===== src/sv/selt_pkg.sv =====
// ---------------------------------------------------------------------------
// selt_pkg: shared/exclusive lock table definitions
// Operation and status codes, field widths and parameter defaults.
// ---------------------------------------------------------------------------
`default_nettype none

package selt_pkg;

   localparam int unsigned ENTRIES_DEF    = 16;
   localparam int unsigned KEY_BITS_DEF   = 32;
   localparam int unsigned COUNT_BITS_DEF = 8;

   localparam int unsigned ID_W     = 32;
   localparam int unsigned OP_W     = 2;
   localparam int unsigned STATUS_W = 3;
   localparam int unsigned LOCK_W   = 9;
   localparam int unsigned RSP_DATA_W = 16;

   typedef enum logic [OP_W-1:0] {
      OP_SHARED    = 2'd0,
      OP_EXCLUSIVE = 2'd1,
      OP_RELEASE   = 2'd2,
      OP_CLEAR     = 2'd3
   } op_type;

   typedef enum logic [STATUS_W-1:0] {
      ST_GRANTED   = 3'd0,
      ST_CONFLICT  = 3'd1,
      ST_FULL      = 3'd2,
      ST_SATURATED = 3'd3,
      ST_RELEASED  = 3'd4
   } status_type;

   localparam logic [LOCK_W-1:0] LOCK_EXCL = '1;
   localparam logic [LOCK_W-1:0] LOCK_FREE = '0;

endpackage

`default_nettype wire


===== src/sv/shared_exclusive_lock_table_core.sv =====
// ---------------------------------------------------------------------------
// shared_exclusive_lock_table_core: fully associative shared/exclusive lock table
// Looks up a block key across all entries in parallel and grants, refuses,
// releases or clears locks, giving one response per request.
// ---------------------------------------------------------------------------
// The request is captured in the request stage and its response in the response
// stage. Throughput: 1 request per cycle unless the response stage stalls;
// lookup and entry update are done by the parallel key compare between the
// request and response registers.
// Reset: synchronous, clears all entry valid bits and both stage valids;
// keys and counts are left as they are and only read behind a valid bit.
`default_nettype none

module shared_exclusive_lock_table_core #(
   parameter int unsigned ENTRIES    = selt_pkg::ENTRIES_DEF,
   parameter int unsigned KEY_BITS   = selt_pkg::KEY_BITS_DEF,
   parameter int unsigned COUNT_BITS = selt_pkg::COUNT_BITS_DEF
) (
   input  wire logic                            clock,
   input  wire logic                            reset,
   input  wire logic                            req_tvalid,
   output logic                                 req_tready,
   input  wire logic [selt_pkg::ID_W-1:0]       req_tdata,  // block_id
   input  wire logic [selt_pkg::OP_W-1:0]       req_tuser,  // operation
   output logic                                 rsp_tvalid,
   input  wire logic                            rsp_tready,
   output logic [selt_pkg::RSP_DATA_W-1:0]      rsp_tdata,  // lock_value, zero fill
   output logic [selt_pkg::STATUS_W-1:0]        rsp_tuser   // status
);
   import selt_pkg::*;

   localparam int unsigned SLOT_W = (ENTRIES > 1) ? $clog2(ENTRIES) : 1;
   localparam logic [COUNT_BITS-1:0] COUNT_MAX = '1;

   // request stage
   logic                  req_vld_ff;
   logic [OP_W-1:0]       req_op_ff;
   logic [KEY_BITS-1:0]   req_key_ff;
   logic                  advance;

   // table
   logic [ENTRIES-1:0]    valid_ff, valid_in;
   logic [KEY_BITS-1:0]   key_ff  [ENTRIES];
   logic                  excl_ff [ENTRIES];
   logic [COUNT_BITS-1:0] cnt_ff  [ENTRIES];

   // response stage
   logic                  rsp_vld_ff;
   logic [STATUS_W-1:0]   rsp_status_ff, rsp_status_in;
   logic [LOCK_W-1:0]     rsp_lock_ff, rsp_lock_in;

   // lookup
   logic [ENTRIES-1:0]    hit;
   logic                  found;
   logic                  hit_excl;
   logic [COUNT_BITS-1:0] hit_cnt;
   logic [SLOT_W-1:0]     hit_slot;
   logic                  any_free;
   logic [SLOT_W-1:0]     free_slot;

   // update
   logic                  wr_en;
   logic                  wr_new;
   logic [SLOT_W-1:0]     wr_slot;
   logic                  wr_excl;
   logic [COUNT_BITS-1:0] wr_cnt;
   logic [COUNT_BITS-1:0] cnt_inc, cnt_dec;

   function automatic logic [LOCK_W-1:0] cnt_to_lock(input logic [COUNT_BITS-1:0] c);
      logic [COUNT_BITS+LOCK_W-1:0] ext;
      ext = (COUNT_BITS+LOCK_W)'(c);
      return ext[LOCK_W-1:0];
   endfunction

   assign advance    = req_vld_ff && (!rsp_vld_ff || rsp_tready);
   assign req_tready = !req_vld_ff || advance;

   always_ff @(posedge clock) begin
      if (reset) begin
         req_vld_ff <= 1'b0;
      end else if (req_tready) begin
         req_vld_ff <= req_tvalid;
      end
   end

   always_ff @(posedge clock) begin
      if (req_tvalid && req_tready) begin
         req_op_ff  <= req_tuser;
         req_key_ff <= KEY_BITS'((ID_W+KEY_BITS)'(req_tdata));
      end
   end

   always_comb begin
      found    = 1'b0;
      hit_excl = 1'b0;
      hit_cnt  = '0;
      hit_slot = '0;
      for (int i = 0; i < ENTRIES; i++) begin
         hit[i] = valid_ff[i] && (key_ff[i] == req_key_ff);
         if (hit[i]) begin
            found    = 1'b1;
            hit_excl = hit_excl | excl_ff[i];
            hit_cnt  = hit_cnt | cnt_ff[i];
            hit_slot = hit_slot | SLOT_W'(i);
         end
      end
   end

   always_comb begin
      any_free  = 1'b0;
      free_slot = '0;
      for (int i = ENTRIES - 1; i >= 0; i--) begin
         if (!valid_ff[i]) begin
            any_free  = 1'b1;
            free_slot = SLOT_W'(i);
         end
      end
   end

   assign cnt_inc = hit_cnt + COUNT_BITS'(1);
   assign cnt_dec = hit_cnt - COUNT_BITS'(1);

   always_comb begin
      wr_en         = 1'b0;
      wr_new        = !found;
      wr_slot       = found ? hit_slot : free_slot;
      wr_excl       = 1'b0;
      wr_cnt        = '0;
      valid_in      = valid_ff;
      rsp_status_in = ST_RELEASED;
      rsp_lock_in   = LOCK_FREE;
      case (op_type'(req_op_ff))
         OP_SHARED: begin
            if (found && hit_excl) begin
               rsp_status_in = ST_CONFLICT;
               rsp_lock_in   = LOCK_EXCL;
            end else if (found && hit_cnt == COUNT_MAX) begin
               rsp_status_in = ST_SATURATED;
               rsp_lock_in   = cnt_to_lock(hit_cnt);
            end else if (!found && !any_free) begin
               rsp_status_in = ST_FULL;
            end else begin
               wr_en         = 1'b1;
               wr_cnt        = found ? cnt_inc : COUNT_BITS'(1);
               rsp_status_in = ST_GRANTED;
               rsp_lock_in   = cnt_to_lock(wr_cnt);
            end
         end
         OP_EXCLUSIVE: begin
            if (found && !hit_excl && hit_cnt > COUNT_BITS'(1)) begin
               rsp_status_in = ST_CONFLICT;
               rsp_lock_in   = cnt_to_lock(hit_cnt);
            end else if (!found && !any_free) begin
               rsp_status_in = ST_FULL;
            end else begin
               wr_en         = 1'b1;
               wr_excl       = 1'b1;
               rsp_status_in = ST_GRANTED;
               rsp_lock_in   = LOCK_EXCL;
            end
         end
         OP_RELEASE: begin
            if (found && !hit_excl && hit_cnt > COUNT_BITS'(1)) begin
               wr_en       = 1'b1;
               wr_cnt      = cnt_dec;
               rsp_lock_in = cnt_to_lock(cnt_dec);
            end else begin
               valid_in = valid_ff & ~hit;
            end
         end
         OP_CLEAR: begin
            valid_in = '0;
         end
         default: begin
            valid_in = valid_ff;
         end
      endcase
      if (wr_en) begin
         valid_in[wr_slot] = 1'b1;
      end
   end

   always_ff @(posedge clock) begin
      if (reset) begin
         valid_ff <= '0;
      end else if (advance) begin
         valid_ff <= valid_in;
      end
   end

   always_ff @(posedge clock) begin
      if (advance && wr_en) begin
         excl_ff[wr_slot] <= wr_excl;
         cnt_ff[wr_slot]  <= wr_cnt;
         if (wr_new) begin
            key_ff[wr_slot] <= req_key_ff;
         end
      end
   end

   always_ff @(posedge clock) begin
      if (reset) begin
         rsp_vld_ff <= 1'b0;
      end else if (advance) begin
         rsp_vld_ff <= 1'b1;
      end else if (rsp_tready) begin
         rsp_vld_ff <= 1'b0;
      end
   end

   always_ff @(posedge clock) begin
      if (advance) begin
         rsp_status_ff <= rsp_status_in;
         rsp_lock_ff   <= rsp_lock_in;
      end
   end

   assign rsp_tvalid = rsp_vld_ff;
   assign rsp_tuser  = rsp_status_ff;
   assign rsp_tdata  = RSP_DATA_W'(rsp_lock_ff);

endmodule

`default_nettype wire

===== config.mk =====
export PLATFORM = sky130hd
export DESIGN_NAME = shared_exclusive_lock_table_core
export DESIGN_NICKNAME = d
export VERILOG_FILES = /design/src/sv/selt_pkg.sv /design/src/sv/shared_exclusive_lock_table_core.sv
export SDC_FILE = /design/constraint.sdc
export NUM_CORES = 1
export LEC_CHECK = 0
export BUFFER_PORTS_ARGS = -buffer_cell sky130_fd_sc_hd__buf_2
export CAP_MARGIN = 20
export CORE_MARGIN = 3
export CORE_UTILIZATION = 50
export DETAILED_ROUTE_END_ITERATION = 12
export HOLD_SLACK_MARGIN = 0.12
export PLACE_DENSITY = 0.75
export SYNTH_ARGS = -nofsm -noshare
export SYNTH_HDL_FRONTEND = slang
export SYNTH_SLANG_ARGS = --single-unit
export TNS_END_PERCENT = 1

===== constraint.sdc =====
create_clock -name clock -period 19.03 [get_ports clock]
set_input_delay 2.8545 -clock clock [delete_from_list [all_inputs] [get_ports clock]]
set_output_delay 2.8545 -clock clock [all_outputs]
set_load 0.02 [all_outputs]

==> results.md, run 1 <==
* Unique cell type count in the Yosys netlist at 83
* Starting density of the core at around half
* Pins Over Slew Limit at 0
* CP arrival at around 6.8 ns
* Synthesized area at approximately 0.032 mm^2
* Post-route minimum period at 6.49 ns
* Final Hold Viols at 0
* Die height at around 260 um
* Die width at 259 um
* Maximum clock path buffer count at 3
* Vias at 18,682
* Clk slew on worst S/H paths at approximately 0.060 ns
* I/O Pins at 59
* PD cells at ~93 mW/mm^2
* Synthesis-to-layout area growth at 10.7%
* Total routed wirelength at 84.7 mm
* Wire length of the first global-routing pass at roughly 120 mm
* Reg2Reg Setup Slack at around 13 ns
* Final Net Count at 2,281
* Worst Skew at ~0.034 ns
* Worst-path maximum fanout at 32
* Worst path required time at 19.30 ns
* Avg WL per Cell at 26.9 um
* Row cnt at 92
* Post-DR vias/cell at slightly below 6
* Max-cap viol count at 0
* Root Buffer: clkbuf_16
* Critical Path Source Type: flip-flop
* #FFs+latches synth at ~700
* Detailed Place HPWL at ~53 mm
* DRC at 0
* Depth of the CTS H-tree at 3
* Grt total ovfl at 0
* F_max at 0.154 GHz
* Total power draw at approximately 3.3 mW
* Status: finished, final reports clean
* Post-CTS Setup Inserts at 0
* GRT Overall Usage at 25.2%
* Post-synthesis cell count at 2,134
* Share of cells above drive strength 1 at 15.3%
* CTS buffer count at 75
* Average size of a mapped cell at 15.0 um^2
* Crit Path Category: flip-flop to flip-flop
* CTS resizes at 0
* Number of port buffers at 51
* Final setup fails at 0
* Register area share after synthesis at about two thirds
* Routed Antenna Nets at 0
* Slew HR at 21.7%
* CP endpoint kind: flip-flop
* Worst-margin pin slew at 1.17 ns
* Iteration count of the initial detailed-routing pass at 7
* RSZ-0062 raised after global routing: no
* Fin crit share at roughly a third
* Floorplan core area at 0.0633 mm^2
* Largest net degree at the start of global routing at 35
* CTS tree: yes
* Fill count at 4,992
* Placer Congestion at around 0.99
* Die Area at a little under 0.07 mm^2
* Worst-Skew Late Latency at around 0.64 ns
* Setup TNS at 0 ns
* Vias in the first global route at 18,545
* Top_reg_cell synth: edfxtp_1
* EDFF count, synth at around 700
* Worst vdd ir at 0.0803 mV
* Synth warnings at 0
* Hold-fix buffers at CTS at 0
* Clock sinks at 720
* Leak at around 12 nW
* Initial drt markers at between 1,500 and 2,000
* Initial antenna violation count at 1
* Post-synth ARST share at 0%
* Tightest Hold Check Type: flip-flop to flip-flop
through the flow:
step | util [%] | hold slack [ns] | cells | worst slack [ns] | cell area [um^2]
after floorplan | - | 0.478 | 2140 | 10.87 | 32100
after global placement | 52.2 | 0.495 | 2995 | 12.32 | 33000
after detailed placement | 52.2 | 0.537 | 2999 | 12.22 | 33100
after CTS | 56.0 | 0.539 | 3133 | 12.15 | 35400
after global routing | 56.1 | 0.572 | 3143 | 12.31 | 35500
final | 56.1 | 0.533 | 3144 | 12.54 | 35500
path summary, 6_finish.rpt:
kind / startpoint / endpoint / cells after the start
setup / recovery: req_key_ff[26] / key_ff[11][5] / 18
hold / removal: req_vld_ff / rsp_tvalid / 2
setup reg to reg: req_key_ff[26] / key_ff[11][5] / 18
hold reg to reg: req_vld_ff / rsp_tvalid / 2
registers in the layout, summed over array words and instances (netlist names):
| name | cells |
|---|---|
| req_key_ff | 32 |
| excl_ff | 16 |
| rsp_lock_ff | 9 |
| rsp_tvalid | 1 |
| cnt_ff | 128 |
| valid_ff | 16 |
| rsp_tuser | 3 |
| req_vld_ff | 1 |
| req_op_ff | 2 |
| key_ff | 512 |
power breakdown:
part | switching, mW | leakage, nW | internal (mW) | total (mW)
Sequential | 0.00409 | 6.41 | 1.75 | 1.75
Clock | 0.607 | 1.14 | 0.805 | 1.41
Combinational | 0.105 | 3.98 | 0.0400 | 0.145
Total | 0.716 | 11.5 | 2.59 | 3.31
synthesized netlist by cell type (9+ instances only):
| cell | number | area share (%) |
|---|---|---|
| nand3_1 | 12 | 0.19 |
| nand2_1 | 140 | 1.6 |
| inv_1 | 24 | 0.28 |
| nand2b_1 | 9 | 0.18 |
| nor4_2 | 33 | 1.3 |
| nor3_1 | 75 | 1.2 |
| clkbuf_1 | 26 | 0.30 |
| o211ai_1 | 17 | 0.40 |
| nor2_1 | 56 | 0.65 |
| nor4_1 | 179 | 3.5 |
| nand4_1 | 21 | 0.41 |
| xor2_1 | 499 | 14 |
| a21oi_1 | 11 | 0.17 |
| o31ai_1 | 10 | 0.23 |
| buf_4 | 19 | 0.44 |
| o21ai_0 | 9 | 0.14 |
| a31oi_1 | 11 | 0.21 |
| edfxtp_1 | 702 | 66 |
| buf_6 | 41 | 1.4 |
| buf_8 | 20 | 0.94 |
| and2_1 | 16 | 0.31 |
| a2111oi_0 | 13 | 0.35 |
| nand4_2 | 16 | 0.62 |
| xnor2_1 | 15 | 0.41 |
| dfxtp_1 | 18 | 1.1 |
area by class of cell:
class	instances	area, um^2	area share, %
inverters	26	97.6	0.275
repair buffers	134	887	2.50
well taps	846	1060	2.98
diodes	1	2.50	0.00704
clock buffers	94	2000	5.63
clock inverters	40	373	1.05
multi-input cells	1283	9670	27.2
flip-flops and latches	720	21400	60.4
cells by family after synthesis:
group           synth area share [%]
flops                           66.8
compound gates                  3.71
simple gates                    11.7
fa+ha+maj                      0.117
other cells                   0.0117
xor+xnor                        14.0
mux                            0.101
buf+inv                         3.49
cell usage in the layout (no fill, tap or decap), types with 6 or more instances in the layout:
| cell type | instances |
|---|---|
| nand2_2 | 7 |
| xor2_1 | 499 |
| nor4_2 | 38 |
| nand2_1 | 140 |
| and2_1 | 15 |
| edfxtp_1 | 702 |
| nor4_1 | 174 |
| nand3_1 | 12 |
| clkinv_1 | 21 |
| nor3_1 | 64 |
| xnor2_1 | 15 |
| o21ai_1 | 6 |
| a31oi_1 | 11 |
| clkbuf_1 | 16 |
| dfxtp_1 | 18 |
| o211ai_1 | 17 |
| nand4_1 | 21 |
| nor2_1 | 56 |
| nor3_2 | 13 |
| buf_2 | 56 |
| o31ai_1 | 10 |
| clkinv_2 | 7 |
| a21oi_1 | 10 |
| o21ai_0 | 9 |
| a2111oi_2 | 7 |
| buf_4 | 70 |
| conb_1 | 7 |
| inv_1 | 24 |
| clkbuf_16 | 77 |
| and3_1 | 6 |
| a2111oi_0 | 13 |
| or3_1 | 7 |
| nand4_2 | 16 |
| o41ai_2 | 7 |
| nand2b_1 | 9 |
worst max-delay path: stages (launching register included):
cell	delay [ns]
edfxtp_1	0.33
buf_4	0.47
xor2_1	0.23
nor4_1	0.08
nand4_1	0.46
nor3_1	0.12
a2111oi_0	0.77
nand4_1	0.43
inv_1	0.23
ha_1	0.26
nor2_1	0.10
nor4_4	0.37
and2_1	0.21
o21ba_1	0.43
buf_16	0.22
o31ai_4	0.08
buf_4	0.29
nor4_2	0.46
buf_4	0.48
per-layer routing:
| metal | up-vias | routed length, um | global-route usage [%] |
|---|---|---|---|
| li1 | 8232 | - | - |
| met1 | 9303 | 34100 | 34.0 |
| met2 | 934 | 39900 | 40.2 |
| met3 | 211 | 6850 | 4.73 |
| met4 | 2 | 3890 | 10.7 |
| met5 | - | 11 | 0 |
(Power assumes the default switching activity.)
==> run 2: changes to the inputs <==
ABC_AREA = 1   (was default)
PLACE_DENSITY = 0.77   (was 0.75)
clock period = 5.6 ns   (was 19.03 ns; I/O delays follow)
==> run 2 against run 1 <==
  * Synthesized cell count rose by 31%
  * Sequential power rose to 3.4 times the previous value
  * Utilization rose by 1.3 points
  * Highest routed layer is now met4
  * Cell area rose by 4.8%
  * Combinational power rose to 3.8 times the previous value
==> results.md, run 2 <==
* Status: finished, final reports clean
* Final Hold Viols at 0
* Largest cells by area after synthesis: edfxtp_1, xnor2_1, nand2_1
* Register area share after synthesis at 65.0%
* Die height at 263 um
* Final Net Count at around 3,000
* Hold endpoint: req_key_ff[27]
* Number of port buffers at 51
* Top_reg_cell synth: edfxtp_1
* FF-to-FF Start: req_key_ff[10]
* Synth warnings at 0
* Post-synth ARST share at 0%
* Max FFs per register at roughly 510
* Starting density of the core at 50.9%
* Critical path cell sequence: buf_6 -> buf_4 -> xnor2_1 -> nand2_1 -> nor2_1 -> nand2_1 -> nor2_4 -> nand3_2 -> inv_2 -> nand2_1 -> nand2_1 -> nor2_1 -> nand4_1 -> inv_1 -> ha_1 -> nor2_1 -> nor2_1 -> nand2_2 -> nand3_2 -> nand3_4 -> nand3_1 -> nor2_4
* Worst path required time at ~5.8 ns
* CTS tree: yes
* #FFs+latches synth at just over 700
* Fin util at a little under three fifths
* Iteration count of the initial detailed-routing pass at 8
* Most frequent cells in the layout: nand2_1, edfxtp_1, xnor2_1
* Worst Skew at ~0.03 ns
* I/O Pins at 59
* F_max at 0.189 GHz
* Cell with the most instances after synthesis: nand2_1
* Floorplan core area at about 0.065 mm^2
* Slew HR at about 23%
* Worst-margin pin slew at approximately 1.2 ns
* Crit Path Category: flip-flop to flip-flop
* Row cnt at 93
* Initial drt markers at roughly 2,100
* Post-route minimum period at roughly 5.3 ns
* Critical Path Source Type: flip-flop
* Max incr delay on CP at about 0.87 ns
* Depth of the CTS H-tree at 3
* Final setup fails at 0
* Vias in the first global route at roughly 20,000
* Worst Hold Path Cells at 1
* Routed Antenna Nets at 0
* EDFF count, synth at around 700
* Worst vdd ir at around 0.27 mV
* CTS buffer count at 75
* Area leader, netlist: edfxtp_1
* Top post-synthesis cells by count: nand2_1, edfxtp_1, xnor2_1
* Grt total ovfl at 0
* Clk slew on worst S/H paths at 0.06 ns
* CP arrival at approximately 5.5 ns
* RSZ-0062 raised after global routing: yes
* Total power draw at approximately 11 mW
* Initial antenna violation count at 0
* Post-synthesis cell count at roughly 2,800
* Worst r2r dst: key_ff[1][14]
* PD cells at around 310 mW/mm^2
* Leak at 13.6 nW
* Share of cells above drive strength 1 at between 10% and 20%
* Hold-fix buffers at CTS at 0
* Pins Over Slew Limit at 0
* Vias at 20,617
* Avg WL per Cell at approximately 22 um
* Synthesis-to-layout area growth at 12.9%
* Wire length of the first global-routing pass at between 100 and 150 mm
* Worst-Skew Late Latency at approximately 0.63 ns
* Unique cell type count in the Yosys netlist at 47
* Worst-path maximum fanout at 32
* Die Area at 0.0691 mm^2
* HP Start: req_tdata[27]
* Max-cap viol count at 0
* Largest regs: key_ff (512), cnt_ff (128), req_key_ff (32)
* Placer Congestion at roughly 0.96
* Fin crit share at 94.7%
* Largest net degree at the start of global routing at 35
* Root Buffer: clkbuf_16
* Post-DR vias/cell at between 5 and 6
* Reg2Reg Setup Slack at around 0.30 ns
* R2r worst-path depth at 22
* Yosys top cell area share at around 64%
* Slowest-stage cell, CP: nor2_4
* Commonest non-fill, non-tap cell in the layout: nand2_1
* Tightest Hold Check Type: input port to flip-flop
* Inserted Diodes at 0
* GRT Overall Usage at 24.2%
* DRC at 0
* Die width at ~260 um
* CP endpoint kind: flip-flop
* Register with the highest flop count: key_ff
* Average size of a mapped cell at ~12 um^2
* Maximum clock path buffer count at 3
* Synthesized area at between 0.03 and 0.04 mm^2
* Clock sinks at 720
* Total routed wirelength at about 84 mm
* Detailed Place HPWL at approximately 56 mm
## run 2: kinds of logic (layout without fill, tap and decap cells)
group | Yosys count | in the layout | share of synthesized area, %
AOI/OAI and AO/OA | 58 | 58 | 1.08
xor gates and xnor gates | 442 | 442 | 11.7
adders and majority gates | 3 | 3 | 0.114
buffers and inverters | 257 | 469 | 4.51
DFF | 720 | 720 | 65.0
other | 1 | 7 | 0.0114
and+or+nand+nor | 1316 | 1316 | 17.5
## run 2: through the flow
stage	setup WS [ns]	hold slack (ns)	instances	area, um^2	TNS [ns]
floorplan	0.797	0.490	2803	33000	0
global placement	0.388	0.491	3729	34700	0
detailed placement	0.218	0.495	3729	34700	0
CTS	0.197	0.357	3865	37100	0
global route	-0.0325	0.371	3870	37200	-1.12
finish	0.298	0.382	3870	37200	0
## run 2: final cells by class
type | count | area [um^2]
Sequential cell | 720 | 21400
Clock inverter | 48 | 438
Multi-Input combinational cell | 1826 | 10200
Timing Repair Buffer | 174 | 1540
Fill cell | 5073 | 27600
Clock buffer | 88 | 1950
Tap cell | 855 | 1070
Inverter | 159 | 602
## run 2: what timing repair did
| action | CTS | global route |
|---|---|---|
| setup endpoints to repair | 0 | 198 |
| buffers inserted | 0 | 0 |
| gates resized for setup | 0 | 1 |
## run 2: power by group
part | leakage (nW) | internal (mW) | switching (mW)
logic | 5.84 | 0.216 | 0.333
registers | 6.55 | 5.93 | 0.0392
clock network | 1.16 | 2.74 | 2.11
## run 2: worst max-delay path by stage
stage | from | end | slack [ns] | cells after the start
after floorplan | req_key_ff[26] | key_ff[0][0] | 0.80 | 23
after global placement | req_key_ff[10] | key_ff[14][23] | 0.39 | 22
after detailed placement | req_key_ff[10] | key_ff[4][16] | 0.22 | 22
after CTS | req_key_ff[10] | key_ff[4][20] | 0.20 | 22
after global routing | req_key_ff[10] | key_ff[14][7] | -0.03 | 22
final | req_key_ff[10] | key_ff[1][14] | 0.30 | 22
## run 2: routing by layer
metal | GRT usage [%] | vias to the layer above | share of wire, %
met2 | 39.6 | 803 | 48
met3 | 4.70 | 123 | 7.9
met4 | 6.45 | 0 | 2.2
li1 | - | 9640 | -
met1 | 33.4 | 10051 | 42
met5 | 0 | - | 0
## run 2: worst max-delay path, delay by kind of cell (launching register included)
kind | cells | cell delay (ns)
and+or+nand+nor | 16 | 3.07
DFF | 1 | 0.73
buffers and inverters | 4 | 0.68
adders and majority gates | 1 | 0.22
xor gates and xnor gates | 1 | 0.14
